**config.mk**
```make
export PLATFORM = sky130hd
export DESIGN_NAME = vgm_command_stream_encoder_core
export DESIGN_NICKNAME = d
export VERILOG_FILES = /design/src/design/vgmce_pkg.sv /design/src/design/vgm_command_stream_encoder_core.sv /design/src/design/vgmce_seq.sv /design/src/design/vgmce_dp.sv
export SDC_FILE = /design/constraint.sdc
export NUM_CORES = 1
export LEC_CHECK = 0
export BUFFER_PORTS_ARGS = -buffer_cell sky130_fd_sc_hd__buf_2
export CAP_MARGIN = 20
export CELL_PAD_IN_SITES_DETAIL_PLACEMENT = 0
export CELL_PAD_IN_SITES_GLOBAL_PLACEMENT = 1
export CORE_ASPECT_RATIO = 0.75
export CORE_UTILIZATION = 48
export CTS_BUF_LIST = sky130_fd_sc_hd__clkbuf_8
export CTS_CLUSTER_DIAMETER = 200
export CTS_CLUSTER_SIZE = 14
export DETAILED_ROUTE_END_ITERATION = 8
export GPL_TIMING_DRIVEN = 0
export PLACE_DENSITY = 0.81
export SETUP_SLACK_MARGIN = 0.3
export SYNTH_ARGS = -nofsm -noshare
export SYNTH_HDL_FRONTEND = slang
export SYNTH_SLANG_ARGS = --single-unit
```
**constraint.sdc**
```tcl
create_clock -name clk -period 4.7 [get_ports clk]
set_input_delay 0.705 -clock clk [delete_from_list [all_inputs] [get_ports clk]]
set_output_delay 0.705 -clock clk [all_outputs]
set_load 0.005 [all_outputs]
```
**src/design/vgmce_pkg.sv**
```systemverilog
package vgmce_pkg;

    localparam int PENDING_BITS_DEF = 20;
    localparam int STEP_W = 4;

    localparam logic [15:0] REG_LOW  = 16'hFF10;
    localparam logic [15:0] REG_HIGH = 16'hFF3F;
    localparam logic [7:0]  CMD_WRITE = 8'hB3;
    localparam logic [7:0]  CMD_END   = 8'h66;
    localparam logic [7:0]  CMD_WAIT_NTSC = 8'h62;
    localparam logic [7:0]  CMD_WAIT_PAL  = 8'h63;
    localparam logic [7:0]  CMD_WAIT_SHORT = 8'h70;
    localparam logic [7:0]  CMD_WAIT_LONG  = 8'h61;
    localparam int WAIT_NTSC  = 735;
    localparam int WAIT_PAL   = 882;
    localparam int WAIT_SHORT_MAX = 16;
    localparam int WAIT_CHUNK = 65535;

    typedef logic [STEP_W-1:0] step_t;

    typedef enum logic [1:0] {
        OP_START = 2'd0,
        OP_ADVANCE = 2'd1,
        OP_WRITE = 2'd2,
        OP_STOP = 2'd3
    } op_t;

    typedef enum logic [2:0] {
        B_WAIT,
        B_LO,
        B_HI,
        B_B3,
        B_OFS,
        B_DATA,
        B_END
    } bsel_t;

    typedef enum logic [1:0] {
        L_ZERO,
        L_ONE,
        L_TAIL_SHORT,
        L_TAIL_FINAL
    } lsel_t;

    typedef enum logic [1:0] {
        W_HOLD,
        W_SHORT_CLEAR,
        W_CHUNK
    } wupd_t;

    typedef enum logic [2:0] {
        C_NEXT,
        C_ALWAYS,
        C_NOFLUSH,
        C_WAIT_ZERO,
        C_SHORT,
        C_STOP,
        C_NOREG
    } cond_t;

    typedef struct packed {
        logic  take;
        logic  emit;
        bsel_t bsel;
        lsel_t lsel;
        wupd_t wupd;
        cond_t cond;
        step_t target;
    } ucw_t;

    typedef struct packed {
        logic flush_item;
        logic wait_zero;
        logic wait_short;
        logic is_stop;
        logic no_reg;
        logic out_free;
    } dp_status_t;

    localparam step_t S_IDLE  = 4'd0;
    localparam step_t S_WTEST = 4'd1;
    localparam step_t S_WCMD  = 4'd2;
    localparam step_t S_WLO   = 4'd3;
    localparam step_t S_WHI   = 4'd4;
    localparam step_t S_TAIL  = 4'd5;
    localparam step_t S_RANGE = 4'd6;
    localparam step_t S_B3    = 4'd7;
    localparam step_t S_OFS   = 4'd8;
    localparam step_t S_DATA  = 4'd9;
    localparam step_t S_END   = 4'd10;

    function automatic ucw_t ucode_rom(step_t step);
        ucw_t w;
        w = '{take: 1'b0, emit: 1'b0, bsel: B_WAIT, lsel: L_ZERO, wupd: W_HOLD,
              cond: C_NEXT, target: S_IDLE};
        unique case (step)
            S_IDLE:
            begin
                w.take = 1'b1;
                w.cond = C_NOFLUSH;
                w.target = S_IDLE;
            end
            S_WTEST:
            begin
                w.cond = C_WAIT_ZERO;
                w.target = S_TAIL;
            end
            S_WCMD:
            begin
                w.emit = 1'b1;
                w.bsel = B_WAIT;
                w.lsel = L_TAIL_SHORT;
                w.wupd = W_SHORT_CLEAR;
                w.cond = C_SHORT;
                w.target = S_TAIL;
            end
            S_WLO:
            begin
                w.emit = 1'b1;
                w.bsel = B_LO;
            end
            S_WHI:
            begin
                w.emit = 1'b1;
                w.bsel = B_HI;
                w.lsel = L_TAIL_FINAL;
                w.wupd = W_CHUNK;
                w.cond = C_ALWAYS;
                w.target = S_WTEST;
            end
            S_TAIL:
            begin
                w.cond = C_STOP;
                w.target = S_END;
            end
            S_RANGE:
            begin
                w.cond = C_NOREG;
                w.target = S_IDLE;
            end
            S_B3:
            begin
                w.emit = 1'b1;
                w.bsel = B_B3;
            end
            S_OFS:
            begin
                w.emit = 1'b1;
                w.bsel = B_OFS;
            end
            S_DATA:
            begin
                w.emit = 1'b1;
                w.bsel = B_DATA;
                w.lsel = L_ONE;
                w.cond = C_ALWAYS;
                w.target = S_IDLE;
            end
            S_END:
            begin
                w.emit = 1'b1;
                w.bsel = B_END;
                w.lsel = L_ONE;
                w.cond = C_ALWAYS;
                w.target = S_IDLE;
            end
            default:
            begin
                w.cond = C_ALWAYS;
                w.target = S_IDLE;
            end
        endcase
        return w;
    endfunction

endpackage

```
**src/design/vgm_command_stream_encoder_core.sv**
```systemverilog
// An item that causes no bytes (start, advance, or anything while not recording) is taken in
// the idle step alone. A register write runs the wait test, any wait commands (one short byte,
// or a three-byte 0x61 chunk and a new wait test), the tail and range checks, then B3, offset
// and data (an out-of-range address ends at the range check); a stop takes the same wait path
// and then 0x66. Output back-pressure stalls each byte step. Reset (rst_n, asynchronous, active
// low) clears control state but not the data registers; the block is ready right after.
module vgm_command_stream_encoder_core #(
    parameter int PENDING_BITS = vgmce_pkg::PENDING_BITS_DEF
) (
    input  logic        clk,
    input  logic        rst_n,
    input  logic        in_valid,
    output logic        in_ready,
    input  logic [1:0]  op,
    input  logic [15:0] elapsed,
    input  logic [15:0] reg_address,
    input  logic [7:0]  reg_data,
    output logic        out_valid,
    input  logic        out_ready,
    output logic [7:0]  out_byte,
    output logic        last,
    output logic [31:0] elapsed_total,
    output logic [31:0] byte_count
);

    vgmce_pkg::ucw_t       cw;
    vgmce_pkg::dp_status_t status;

    assign in_ready = cw.take;

    vgmce_seq u_seq (
        .clk      (clk),
        .rst_n    (rst_n),
        .in_valid (in_valid),
        .status   (status),
        .cw       (cw)
    );

    vgmce_dp #(
        .PENDING_BITS (PENDING_BITS)
    ) u_dp (
        .clk           (clk),
        .rst_n         (rst_n),
        .cw            (cw),
        .status        (status),
        .in_valid      (in_valid),
        .op            (op),
        .elapsed       (elapsed),
        .reg_address   (reg_address),
        .reg_data      (reg_data),
        .out_valid     (out_valid),
        .out_ready     (out_ready),
        .out_byte      (out_byte),
        .last          (last),
        .elapsed_total (elapsed_total),
        .byte_count    (byte_count)
    );

endmodule

```
**src/design/vgmce_seq.sv**
```systemverilog
module vgmce_seq (
    input  logic                   clk,
    input  logic                   rst_n,
    input  logic                   in_valid,
    input  vgmce_pkg::dp_status_t  status,
    output vgmce_pkg::ucw_t        cw
);

    vgmce_pkg::step_t pc_reg;
    vgmce_pkg::step_t pc_next;
    logic advance;
    logic taken;

    assign cw = vgmce_pkg::ucode_rom(pc_reg);

    // A step that emits a byte holds until the output register can take it.
    assign advance = !cw.emit || status.out_free;

    always_comb
    begin
        unique case (cw.cond)
            vgmce_pkg::C_NEXT:      taken = 1'b0;
            vgmce_pkg::C_ALWAYS:    taken = 1'b1;
            vgmce_pkg::C_NOFLUSH:   taken = !(in_valid && status.flush_item);
            vgmce_pkg::C_WAIT_ZERO: taken = status.wait_zero;
            vgmce_pkg::C_SHORT:     taken = status.wait_short;
            vgmce_pkg::C_STOP:      taken = status.is_stop;
            vgmce_pkg::C_NOREG:     taken = status.no_reg;
            default:                taken = 1'b1;
        endcase
    end

    always_comb
    begin
        if (!advance)
        begin
            pc_next = pc_reg;
        end
        else if (taken)
        begin
            pc_next = cw.target;
        end
        else
        begin
            pc_next = pc_reg + vgmce_pkg::STEP_W'(1);
        end
    end

    always_ff @(posedge clk or negedge rst_n)
    begin
        if (!rst_n)
        begin
            pc_reg <= vgmce_pkg::S_IDLE;
        end
        else
        begin
            pc_reg <= pc_next;
        end
    end

endmodule

```
**src/design/vgmce_dp.sv**
```systemverilog
module vgmce_dp #(
    parameter int PENDING_BITS = vgmce_pkg::PENDING_BITS_DEF
) (
    input  logic                  clk,
    input  logic                  rst_n,
    input  vgmce_pkg::ucw_t       cw,
    output vgmce_pkg::dp_status_t status,
    input  logic                  in_valid,
    input  logic [1:0]            op,
    input  logic [15:0]           elapsed,
    input  logic [15:0]           reg_address,
    input  logic [7:0]            reg_data,
    output logic                  out_valid,
    input  logic                  out_ready,
    output logic [7:0]            out_byte,
    output logic                  last,
    output logic [31:0]           elapsed_total,
    output logic [31:0]           byte_count
);

    localparam logic [PENDING_BITS-1:0] PEND_MAX = '1;

    logic                    recording_reg;
    logic [PENDING_BITS-1:0] pending_reg;
    logic [31:0]             sample_total_reg;
    logic [31:0]             emitted_reg;
    logic [1:0]              op_reg;
    logic [15:0]             addr_reg;
    logic [7:0]              data_reg;
    logic                    out_valid_reg;
    logic [7:0]              out_byte_reg;
    logic                    last_reg;
    logic [31:0]             total_reg;
    logic [31:0]             count_reg;

    logic                    accept;
    logic                    fire;
    logic [PENDING_BITS:0]   pend_sum;
    logic                    wait_big;
    logic                    wait_short;
    logic                    tail_none;
    logic                    addr_ok;
    logic [7:0]              wait_code;
    logic [7:0]              byte_next;
    logic                    last_next;
    logic [7:0]              addr_ofs;
    logic [3:0]              pend_minus_one;

    assign accept = in_valid && cw.take;
    assign status.out_free = !out_valid_reg || out_ready;
    assign fire = cw.emit && status.out_free;

    assign pend_sum = {1'b0, pending_reg} + (PENDING_BITS+1)'(elapsed);
    assign wait_big = pending_reg > PENDING_BITS'(vgmce_pkg::WAIT_CHUNK);
    assign wait_short = (pending_reg == PENDING_BITS'(vgmce_pkg::WAIT_NTSC))
                     || (pending_reg == PENDING_BITS'(vgmce_pkg::WAIT_PAL))
                     || (pending_reg <= PENDING_BITS'(vgmce_pkg::WAIT_SHORT_MAX));
    assign addr_ok = (addr_reg >= vgmce_pkg::REG_LOW) && (addr_reg <= vgmce_pkg::REG_HIGH);
    assign addr_ofs = addr_reg[7:0] - vgmce_pkg::REG_LOW[7:0];
    // With no register command to follow, the wait bytes end the item.
    assign tail_none = (op_reg == vgmce_pkg::OP_WRITE) && !addr_ok;
    assign pend_minus_one = pending_reg[3:0] - 4'd1;

    assign status.flush_item = recording_reg && op[1];
    assign status.wait_zero = pending_reg == '0;
    assign status.wait_short = wait_short;
    assign status.is_stop = op_reg == vgmce_pkg::OP_STOP;
    assign status.no_reg = !addr_ok;

    always_comb
    begin
        if (pending_reg == PENDING_BITS'(vgmce_pkg::WAIT_NTSC))
        begin
            wait_code = vgmce_pkg::CMD_WAIT_NTSC;
        end
        else if (pending_reg == PENDING_BITS'(vgmce_pkg::WAIT_PAL))
        begin
            wait_code = vgmce_pkg::CMD_WAIT_PAL;
        end
        else if (wait_short)
        begin
            wait_code = vgmce_pkg::CMD_WAIT_SHORT | {4'd0, pend_minus_one};
        end
        else
        begin
            wait_code = vgmce_pkg::CMD_WAIT_LONG;
        end
    end

    always_comb
    begin
        unique case (cw.bsel)
            vgmce_pkg::B_WAIT: byte_next = wait_code;
            vgmce_pkg::B_LO:   byte_next = wait_big ? 8'hFF : pending_reg[7:0];
            vgmce_pkg::B_HI:   byte_next = wait_big ? 8'hFF : pending_reg[15:8];
            vgmce_pkg::B_B3:   byte_next = vgmce_pkg::CMD_WRITE;
            vgmce_pkg::B_OFS:  byte_next = addr_ofs;
            vgmce_pkg::B_DATA: byte_next = data_reg;
            vgmce_pkg::B_END:  byte_next = vgmce_pkg::CMD_END;
            default:           byte_next = vgmce_pkg::CMD_END;
        endcase
    end

    always_comb
    begin
        unique case (cw.lsel)
            vgmce_pkg::L_ZERO:       last_next = 1'b0;
            vgmce_pkg::L_ONE:        last_next = 1'b1;
            vgmce_pkg::L_TAIL_SHORT: last_next = tail_none && wait_short;
            vgmce_pkg::L_TAIL_FINAL: last_next = tail_none && !wait_big;
            default:                 last_next = 1'b0;
        endcase
    end

    always_ff @(posedge clk or negedge rst_n)
    begin
        if (!rst_n)
        begin
            recording_reg <= 1'b0;
            pending_reg <= '0;
            sample_total_reg <= '0;
            emitted_reg <= '0;
            out_valid_reg <= 1'b0;
        end
        else
        begin
            if (accept)
            begin
                if (op == vgmce_pkg::OP_START)
                begin
                    if (!recording_reg)
                    begin
                        recording_reg <= 1'b1;
                        pending_reg <= '0;
                        sample_total_reg <= '0;
                        emitted_reg <= '0;
                    end
                end
                else if (op == vgmce_pkg::OP_ADVANCE && recording_reg)
                begin
                    pending_reg <= pend_sum[PENDING_BITS] ? PEND_MAX
                                                          : pend_sum[PENDING_BITS-1:0];
                    sample_total_reg <= sample_total_reg + 32'(elapsed);
                end
            end

            if (fire)
            begin
                emitted_reg <= emitted_reg + 32'd1;
                out_valid_reg <= 1'b1;
                if (cw.bsel == vgmce_pkg::B_END)
                begin
                    recording_reg <= 1'b0;
                end
                unique case (cw.wupd)
                    vgmce_pkg::W_HOLD:
                    begin
                        pending_reg <= pending_reg;
                    end
                    vgmce_pkg::W_SHORT_CLEAR:
                    begin
                        if (wait_short)
                        begin
                            pending_reg <= '0;
                        end
                    end
                    vgmce_pkg::W_CHUNK:
                    begin
                        pending_reg <= wait_big
                            ? pending_reg - PENDING_BITS'(vgmce_pkg::WAIT_CHUNK) : '0;
                    end
                    default:
                    begin
                        pending_reg <= pending_reg;
                    end
                endcase
            end
            else if (out_ready)
            begin
                out_valid_reg <= 1'b0;
            end
        end
    end

    always_ff @(posedge clk)
    begin
        if (accept)
        begin
            op_reg <= op;
            addr_reg <= reg_address;
            data_reg <= reg_data;
        end
        if (fire)
        begin
            out_byte_reg <= byte_next;
            last_reg <= last_next;
            total_reg <= sample_total_reg;
            count_reg <= emitted_reg + 32'd1;
        end
    end

    assign out_valid = out_valid_reg;
    assign out_byte = out_byte_reg;
    assign last = last_reg;
    assign elapsed_total = total_reg;
    assign byte_count = count_reg;

endmodule

```
; Yosys cells after proc, flatten, opt, wreduce, memory -nomap -nowiden
; Cells that the tools add are included.
[classes]
magnitude_cmp = 4
n_addsub = 7
n_reduce_logical = 32
n_eq_ne = 34
muxes = 35
[op_table]
columns = operator, count
row1 = 32-bit two-way mux, 6
row2 = 20-bit two-way mux, 8
row3 = 7-bit case mux with 7 select lines, 1
row4 = 8-bit case mux with 6 select lines, 1
row5 = "20-bit by 10-bit == test with 1-bit output, second input constant", 2
row6 = 20-bit case mux with 2 select lines, 1
row7 = "32-bit by 1-bit adder with 32-bit output, second input constant", 1
row8 = 32-bit by 16-bit adder with 32-bit output, 1
row9 = 8-bit two-way mux, 4
row10 = 4-bit case mux with 7 select lines, 1
row11 = 20-bit by 16-bit adder with 21-bit output, 1
row12 = "20-bit by 16-bit > comparator with 1-bit output, second input constant", 1
row13 = "20-bit by 5-bit less-or-equal comparator with 1-bit output, second input constant", 1
row14 = 20-bit zero test, 1
row15 = "20-bit by 16-bit subtractor with 20-bit output, second input constant", 1
row16 = "3-bit == test, second input constant", 6
row17 = "4-bit by 3-bit == test with 1-bit output, second input constant", 4
row18 = "16-bit >= comparator, second input constant", 1
row19 = "16-bit less-or-equal comparator, second input constant", 1
row20 = "3-bit by 2-bit == test with 1-bit output, second input constant", 4
row21 = "4-bit == test, second input constant", 3
row22 = "2-bit == test, second input constant", 5
row23 = 1-bit logical AND, 9
row24 = "4-bit by 2-bit == test with 1-bit output, second input constant", 2
row25 = 24 further kinds, 46
[word_totals]
reg_bits = 189
word_cells = 125

; Longest topological paths before layout
; Gate-level depths: netlist (run 1).
[logic_depth]
depth_word = 8
ltp_mapped = 12
mapped_depth_nobuf = 11

; Cells and area by module
; From an unflattened synthesis (run 1), not the netlist that was laid out.
[hier_totals]
hier_cells = 1164
area_unflattened_um2 = 11257.0
[modules_own_cells]
columns = module, area_per_inst_um2, cells_per_inst, n_inst
row1 = vgmce_dp, 10588.9, 1078, 1
row2 = vgmce_seq, 668.1, 86, 1

; Worst setup path after synthesis (run 1)
; OpenSTA, ideal clock, no wires.
[synth_timing]
path_kind = register to register
start = reg u_seq.pc_reg[0]
end = reg u_dp.count_reg[0], in the netlist u_dp.byte_count[0], enable pin
n_path_buf = 2
slack_ns = 0.484
path_stages_with_launch = 9
required_ns = 4.234
t_arrival_ns = 3.750
period_less_slack_ns = 4.216
setup_ns = 0.466
cell_sequence = dfrtp_1 -> inv_1 -> ha_1 -> nor3b_1 -> o21bai_1 -> nand3_1 -> inv_1 -> clkbuf_1 -> clkbuf_1
[synth_between]
elab_chain_cells = 3
[synth_rtl]
columns = element, line
row1 = from (decl), vgmce_seq.sv:9  ; vgmce_pkg::step_t pc_reg;
row2 = from (signal assigned), vgmce_seq.sv:53  ; pc_reg <= vgmce_pkg::S_IDLE;
row3 = from (signal assigned), vgmce_seq.sv:57  ; pc_reg <= pc_next;
row4 = 4-bit == test (tied with other cells), vgmce_pkg.sv:96  ; unique case (step)
row5 = 4-bit case mux with 7 select lines *, vgmce_pkg.sv:96
row6 = 1-bit logical AND *, vgmce_dp.sv:51  ; assign fire = cw.emit && status.out_free;
row7 = named net u_dp.fire, vgmce_dp.sv:37  ; logic fire;
row8 = to (signal assigned), vgmce_dp.sv:198  ; count_reg <= emitted_reg + 32'd1;
row9 = to (decl), vgmce_dp.sv:34  ; logic [31:0] count_reg;
; The timed path passes the listed nets; every way through them passes the cells marked *.
; A chain may end at the register's enable or synchronous reset.

; Worst setup path in the final report (run 1)
[layout_timing]
start = reg u_dp.pending_reg[0]
end = reg u_dp.pending_reg[3]
[layout_between]
elab_chain_cells = 8
[layout_rtl]
columns = element, line
row1 = from (decl), vgmce_dp.sv:24  ; logic [PENDING_BITS-1:0] pending_reg;
row2 = from (signal assigned), vgmce_dp.sv:141  ; pending_reg <= pend_sum[PENDING_BITS] ? PEND_MAX
row3 = from (signal assigned), vgmce_dp.sv:158  ; pending_reg <= pending_reg;
row4 = from (signal assigned), vgmce_dp.sv:169  ; pending_reg <= wait_big
row5 = 20-bit by 16-bit adder with 21-bit output, vgmce_dp.sv:53  ; assign pend_sum = {1'b0, pending_reg} + (PENDING_BITS+1)'(elapsed);
row6 = 20-bit two-way mux, vgmce_dp.sv:141
row7 = 20-bit two-way mux, vgmce_dp.sv:139  ; else if (op == vgmce_pkg::OP_ADVANCE && recording_reg)
row8 = 20-bit two-way mux, vgmce_dp.sv:129  ; if (op == vgmce_pkg::OP_START)
row9 = 20-bit two-way mux, vgmce_dp.sv:127  ; if (accept)
row10 = 20-bit two-way mux, vgmce_dp.sv:162  ; if (wait_short)
row11 = 20-bit case mux with 2 select lines, vgmce_dp.sv:155  ; unique case (cw.wupd)
row12 = 20-bit two-way mux *, vgmce_dp.sv:147  ; if (fire)
; Every way passes the cells marked *; elsewhere a longest branch is shown, timed or not.

==> results.sh, run 1 <==
export IMPL_drt_iter0_markers=1050
export IMPL_ys_types=88
export IMPL_clock_fmax_mhz=276
export IMPL_ios=121
export IMPL_drcViolationCount=0
export IMPL_power_density_nw_per_um2=601
export IMPL_gr_total_overflow=0
export IMPL_setup_viol_count_final=0
export IMPL_fill_cells=2053
export IMPL_numPortBuffers=120
export IMPL_slew_viol_final=0
export IMPL_synth_top_cell_by_area="edfxtp_1"
export IMPL_maxCapViolCount=0
export IMPL_leakage_nw=5.15
export IMPL_dieArea_um2=23200
export IMPL_gp_congestion=0.906
export IMPL_yosys_area_share_adder=0.0557
export IMPL_synth_top_family_by_area="simple AND/OR/NAND/NOR gates"
export IMPL_syn_nets=1191
export IMPL_cp_arrival_ns=3.92
export IMPL_hold_viol=0
export IMPL_synth_xor_area_frac=0.0590
export IMPL_path_clk_slew_ns=0.13
export IMPL_cts_hold_buf=0
export IMPL_ys_warn_count=0
export IMPL_grt_usage=0.253
export IMPL_worstSetupStartpointType="register"
export IMPL_die_y_um=132
export IMPL_dpl_cell_area_um2=11900
export IMPL_ys_ff_latch=189
export IMPL_netlist_area_um2=10800
export IMPL_wl_per_cell_um=18.5
export IMPL_post_cts_buffers=0
export IMPL_peakVddDrop_uv=383
export IMPL_yosys_area_share_simple=0.194
export IMPL_final_cell_area_um2=12300
export IMPL_synth_most_common_cell="nand2_1"
export IMPL_cp_max_fo=9
export IMPL_rows=47
export IMPL_synth_edf_count=99
export IMPL_wirelength_um=28600
export IMPL_vias_per_cell=5.84
export IMPL_cts_buffers=17
export IMPL_synth_top_cells_by_count="nand2_1 (138), edfxtp_1 (99), o21ai_0 (91)"
export IMPL_cts_sinks=189
export IMPL_synth_compound_area_frac=0.173
export IMPL_start_util=0.490
export IMPL_finalPower_mw=7.40
export IMPL_async_flop_share=0.476
export IMPL_diodes=0
export IMPL_h_tree_depth=4
export IMPL_cts_resized=0
export IMPL_status="completed"
export IMPL_die_w_um=175
export IMPL_end_kind="register"
export IMPL_antenna_found_initial=0
export IMPL_finalNetCount=1333
export IMPL_post_dp_hpwl_um=21200
export IMPL_clockRootBuffer="clkbuf_8"
export IMPL_fin_crit_ns=3.62
export IMPL_synth_ff_type="edfxtp_1"
export IMPL_drtAntennaViolNets=0
export IMPL_crit_required_ns=4.99
export IMPL_fin_worst_skew_ns=0.0297
export IMPL_critPathKind="register to register"
export IMPL_clockBufferDepth=2
export IMPL_core_area_um2=22100
export IMPL_grt_max_degree=60
export IMPL_area_delta_synth_final_pct=13.6
export IMPL_rsz0062_at_grt="false"
export IMPL_tightest_slew_ns=0.949
export IMPL_firstDrtPassIters=5
export IMPL_clk_latency_ns=0.49
export IMPL_min_path_type="input port to asynchronous set/reset pin"
export IMPL_ys_seq_area_frac=0.482
export IMPL_cts_tree="built"
export IMPL_post_route_period_util=0.770
export IMPL_synthTopCellsByArea="edfxtp_1 (27%), dfrtp_1 (21%), ha_1 (5.2%)"
export IMPL_vias=9028
export IMPL_post_synth_mux_area_share=0.00381
export IMPL_drive_above_1_share=0.162
export IMPL_yosysTopAreaCellShare=0.274
export IMPL_timing_slew_headroom=0.366
export IMPL_grt_pass1_vias=8257
export IMPL_syn_inst=1098
export IMPL_syn_avg_cell_area_um2=9.87
export IMPL_grt_pass1_wl_um=45500
==> routing by layer <==
metal | global-route usage | up-vias | part of all wire
li1 | - | 4331 | -
met1 | 0.416 | 4330 | 0.52
met2 | 0.333 | 345 | 0.39
met3 | 0.0568 | 22 | 0.082
met4 | 0.0527 | 0 | 0.0083
met5 | 0 | - | 0
==> cells by family after synthesis <==
group,count (synthesis)
AND/OR/NAND/NOR,431
flip-flops,189
AO/OA/AOI/OAI,283
buffers and inverters,71
XOR/XNOR,73
adder cells (fa/ha/maj),47
multiplexers,4
==> where the power goes <==
| group | total (mW) | switching [mW] | internal [mW] |
|---|---|---|---|
| Sequential | 2.72 | 0.299 | 2.42 |
| Clock | 1.13 | 0.716 | 0.417 |
| Combinational | 3.55 | 2.25 | 1.29 |
==> stage by stage <==
step / hold slack (ns) / setup slack (ns) / util / TNS, ns / instances
floorplan: 0.409 / 0.484 / - / 0 / 1098
global placement: 0.459 / -1.35 / 0.534 / -108.92 / 1512
detailed placement: 0.457 / 0.848 / 0.536 / 0 / 1514
CTS: 0.199 / 0.877 / 0.555 / 0 / 1546
global route: 0.211 / 0.806 / 0.557 / 0 / 1547
finish: 0.199 / 1.08 / 0.557 / 0 / 1547
==> worst max-delay path, stage by stage, from the launching register on <==
cell and delay (ns):
dfrtp_1 0.53, ha_1 0.29, fa_1 0.43, a211o_1 0.32, a2111oi_2 0.40, o31ai_1 0.26
nand3_1 0.15, and2_1 0.13, clkbuf_1 0.39, a31oi_1 0.16, a32oi_1 0.22, o21ai_0 0.15
==> final timing paths <==
path / slack, ns / startpoint / depth (start not counted) / endpoint
max: 1.08 / u_dp.pending_reg[0] / 11 / u_dp.pending_reg[3]
min: 0.20 / rst_n / 1 / u_dp.recording_reg
max in group asynchronous: 3.79 / rst_n / 2 / u_dp.emitted_reg[7]
min in group clk: 0.38 / reg_data[3] / 1 / u_dp.data_reg[3]
max reg2reg: 1.08 / u_dp.pending_reg[0] / 11 / u_dp.pending_reg[3]
min reg2reg: 0.48 / u_dp.sample_total_reg[31] / 0 / u_dp.elapsed_total[31]
==> placed cells by master, fill, tap and decap left out, types with 7 or more instances in the layout <==
master / instances
nor3_1: 32
and2_1: 11
nor2_1: 90
a31oi_1: 10
xor2_1: 29
nor2b_1: 8
a21oi_1: 56
nand4_1: 12
o21ai_1: 8
a21o_1: 11
inv_1: 22
nor4_1: 8
ha_1: 45
clkbuf_1: 29
o21a_1: 11
xnor2_1: 44
edfxtp_1: 99
buf_6: 7
buf_2: 122
a211oi_1: 10
and3_1: 17
o21bai_1: 8
nand2_1: 138
o31ai_1: 17
nand3_1: 70
nor3b_1: 7
dfrtp_1: 90
clkbuf_8: 18
o21ai_0: 91
==> cell type report <==
cell class / count / area [um^2] / share of cell area
multi-input cells: 838 / 5260 / 0.427
flip-flops and latches: 189 / 5230 / 0.424
repair buffers: 123 / 686 / 0.0557
well taps: 294 / 368 / 0.0299
plain buffers: 49 / 274 / 0.0223
clock buffers: 17 / 234 / 0.0190
clock inverters: 15 / 185 / 0.0150
inverters: 22 / 82.6 / 0.00671
Power figures use the tool's default switching activity.
==> inputs of run 2 (changes only) <==
--- a/config.mk
+++ b/config.mk
@@ -5,18 +5,19 @@
 export SDC_FILE = /design/constraint.sdc
 export NUM_CORES = 1
 export LEC_CHECK = 0
+export ABC_AREA = 1
 export BUFFER_PORTS_ARGS = -buffer_cell sky130_fd_sc_hd__buf_2
 export CAP_MARGIN = 20
 export CELL_PAD_IN_SITES_DETAIL_PLACEMENT = 0
 export CELL_PAD_IN_SITES_GLOBAL_PLACEMENT = 1
 export CORE_ASPECT_RATIO = 0.75
-export CORE_UTILIZATION = 48
+export CORE_UTILIZATION = 41
 export CTS_BUF_LIST = sky130_fd_sc_hd__clkbuf_8
 export CTS_CLUSTER_DIAMETER = 200
 export CTS_CLUSTER_SIZE = 14
 export DETAILED_ROUTE_END_ITERATION = 8
 export GPL_TIMING_DRIVEN = 0
-export PLACE_DENSITY = 0.81
+export PLACE_DENSITY = 0.76
 export SETUP_SLACK_MARGIN = 0.3
 export SYNTH_ARGS = -nofsm -noshare
 export SYNTH_HDL_FRONTEND = slang
==> constraint.sdc (replaced) <==
create_clock -name clk -period 2.95 [get_ports clk]
set_input_delay 0.4425 -clock clk [delete_from_list [all_inputs] [get_ports clk]]
set_output_delay 0.4425 -clock clk [all_outputs]
set_load 0.005 [all_outputs]
==> run 2 against run 1 <==
Compared with the run above:
- power rose by 75%
- wire length is 14% higher
- sequential share of layout area decreased by 2.9 points
- critical path type unchanged
- worst hold slack got worse by 0.074 ns
- final area rose by 7.4%
- register-to-register slack worse by 0.63 ns
- first-iteration DRC count shrank 28%
- setup slack lost 0.63 ns
- core utilization is 8.4 points lower
- highest routed layer unchanged
==> results.sh, run 2 <==
export IMPL_status="completed"
export IMPL_swShare=0.469
export IMPL_worstSetupStartpointType="register"
export IMPL_final_util=0.473
export IMPL_gp_congestion=0.896
export IMPL_cp_arrival_ns=2.62
export IMPL_ys_seq_area_frac=0.449
export IMPL_ys_types=51
export IMPL_maxCapViolCount=0
export IMPL_numPortBuffers=120
export IMPL_synth_ff_type="edfxtp_1"
export IMPL_setup_viol_count_final=0
export IMPL_crit_family="buffers and inverters"
export IMPL_core_area_um2=28000
export IMPL_post_route_period_util=0.847
export IMPL_internal_power_mw=6.87
export IMPL_yosysTopAreaCellShare=0.255
export IMPL_worst_slack_ns=0.451
export IMPL_power_frac_comb=0.510
export IMPL_path_clk_slew_ns=0.11
export IMPL_clockRootBuffer="clkbuf_8"
export IMPL_synth_top_cell_by_area="edfxtp_1"
export IMPL_antenna_found_initial=0
export IMPL_max_stage_delay_ns=0.52
export IMPL_peakVddDrop_uv=574
export IMPL_power_density_nw_per_um2=979
export IMPL_diodes=0
export IMPL_critical_path_slowest_cell="buf_8"
export IMPL_critPathKind="register to register"
export IMPL_drt_iter0_markers=760
export IMPL_cts_sinks=189
export IMPL_dp_worst_setup_slack_ns=-0.267
export IMPL_grt_pass1_wl_um=51400
export IMPL_clock_fmax_mhz=400
export IMPL_path_buf_inv=4
export IMPL_slew_viol_final=0
export IMPL_gr_total_overflow=0
export IMPL_vias=10200
export IMPL_drcViolationCount=0
export IMPL_wl_per_cell_um=16.2
export IMPL_fin_crit_ns=2.50
export IMPL_fill_cells=2884
export IMPL_start_util=0.416
export IMPL_finalPower_mw=12.9
export IMPL_rows=53
export IMPL_final_cells=2008
export IMPL_firstDrtPassIters=6
export IMPL_hold_viol=0
export IMPL_final_cell_mix="nand2_1 (416), inv_1 (153), nor2_1 (136), buf_2 (136), edfxtp_1 (99)"
export IMPL_tns_ns=0
export IMPL_end_kind="register"
export IMPL_cts_tree="built"
export IMPL_synthTopCellsByArea="edfxtp_1 (26%), dfrtp_1 (19%), nand2_1 (13%)"
export IMPL_fin_worst_skew_ns=0.0252
export IMPL_die_w_um=197
export IMPL_dp_cells=1971
export IMPL_grt_usage=0.229
export IMPL_vias_per_cell=5.06
export IMPL_async_flop_share=0.476
export IMPL_syn_nets=1558
export IMPL_path_cells="inv_1 > ha_1 > inv_1 > nor2_1 > nor2_2 > clkinv_2 > nor2_4 > nor2_8 > buf_8"
export IMPL_grt_pass1_vias=9374
export IMPL_layout_commonest_cell="nand2_1"
export IMPL_min_path_type="input port to register"
export IMPL_drive_above_1_share=0.150
export IMPL_post_dp_hpwl_um=24800
export IMPL_ys_warn_count=0
export IMPL_die_y_um=148
export IMPL_tightest_slew_ns=0.836
export IMPL_ys_ff_latch=189
export IMPL_drtAntennaViolNets=0
export IMPL_power_frac_clock=0.128
export IMPL_synth_edf_count=99
export IMPL_timing_slew_headroom=0.438
export IMPL_finalNetCount=1703
export IMPL_crit_required_ns=3.08
export IMPL_rsz0062_at_grt="false"
export IMPL_cp_max_fo=82
export IMPL_area_delta_synth_final_pct=13.6
export IMPL_p_sw_mw=6.08
export IMPL_synth_top_cells_by_count="nand2_1 (418), inv_1 (153), nor2_1 (140)"
export IMPL_wirelength_um=32500
export IMPL_syn_avg_cell_area_um2=7.94
export IMPL_dieArea_um2=29100
export IMPL_netlist_area_um2=11600
export IMPL_path_common_cell="inv_1"
export IMPL_h_tree_depth=4
export IMPL_grt_max_degree=83
export IMPL_pwr_share_seq=0.362
export IMPL_clockBufferDepth=2
export IMPL_clk_latency_ns=0.50
export IMPL_leakage_nw=6.16
export IMPL_synth_most_common_cell="nand2_1"
export IMPL_ios=121
export IMPL_cts_buffers=17
export IMPL_syn_inst=1465
## run 2: cell count changes in the layout (fill, tap and decap cells not counted), moves of 11 or more
cell / change
nand2_1: +278
inv_1: +131
nor2_1: +46
xnor2_1: -37
a21oi_1: +35
clkbuf_1: -23
xor2_1: +19
and3_1: -16
nand3_1: +15
buf_2: +14
nand4_1: +13
o31ai_1: -13
o21a_1: -11
## run 2: repair_timing
action / in CTS / in global routing
endpoints found under the hold margin: 38 / 0
buffers inserted: 1 / 2
setup endpoints to repair: 101 / 141
pin swaps: 0 / 1
hold buffers: 1 / 0
gates resized for setup: 3 / 26
cloned: 1 / 0
## run 2: final timing paths
path	from	to	slack (ns)	depth (start not counted)
max	u_seq.pc_reg[0]	u_dp.byte_count[26]	0.45	9
min	reg_data[5]	u_dp.data_reg[5]	0.13	1
max reg2reg	u_seq.pc_reg[0]	u_dp.byte_count[26]	0.45	9
min reg2reg	u_dp.sample_total_reg[30]	u_dp.elapsed_total[30]	0.48	0
max in group asynchronous	rst_n	u_dp.pending_reg[1]	1.77	3
min in group asynchronous	rst_n	u_dp.emitted_reg[13]	0.48	2
## run 2: logic make-up after synthesis
| group | Yosys count | synth area share |
|---|---|---|
| flops | 189 | 0.449 |
| simple gates | 760 | 0.289 |
| xor+xnor | 55 | 0.0414 |
| buf+inv | 197 | 0.0687 |
| compound gates | 217 | 0.100 |
| fa+ha+maj | 47 | 0.0518 |
## run 2: cell type report
| cell class | instances | area (um^2) | area share |
|---|---|---|---|
| Sequential cell | 189 | 5230 | 0.395 |
| Buffer | 35 | 200 | 0.0151 |
| Timing Repair Buffer | 125 | 676 | 0.0511 |
| Clock buffer | 17 | 234 | 0.0177 |
| Tap cell | 385 | 482 | 0.0364 |
| Timing Repair inverter | 1 | 5.00 | 0.000378 |
| Inverter | 162 | 622 | 0.0470 |
| Multi-Input combinational cell | 1079 | 5650 | 0.427 |
| Clock inverter | 15 | 130 | 0.00984 |
## run 2: per-stage QoR
stage	instance area [um^2]	hold WS (ns)
final	13200	0.125
after global routing	13200	0.0922
after CTS	13200	0.0950
after detailed placement	12800	0.460
after global placement	12700	0.437
after floorplan	11600	0.147
## run 2: power groups by stage
stage	clock (mW)	sequential (mW)	combinational (mW)
after global placement	0	4.73	6.42
after floorplan	0	4.60	4.44
final	1.65	4.69	6.60
after detailed placement	0	4.75	6.47
after global routing	1.80	4.80	7.46
after CTS	1.70	4.69	6.55
## run 2: layer usage
metal  global-route usage  wire [um]  share of wire
met5                    0          0              0
met4               0.0473        233         0.0072
met3               0.0404       1700          0.052
met2                0.335      13700           0.42
met1                0.351      16900           0.52
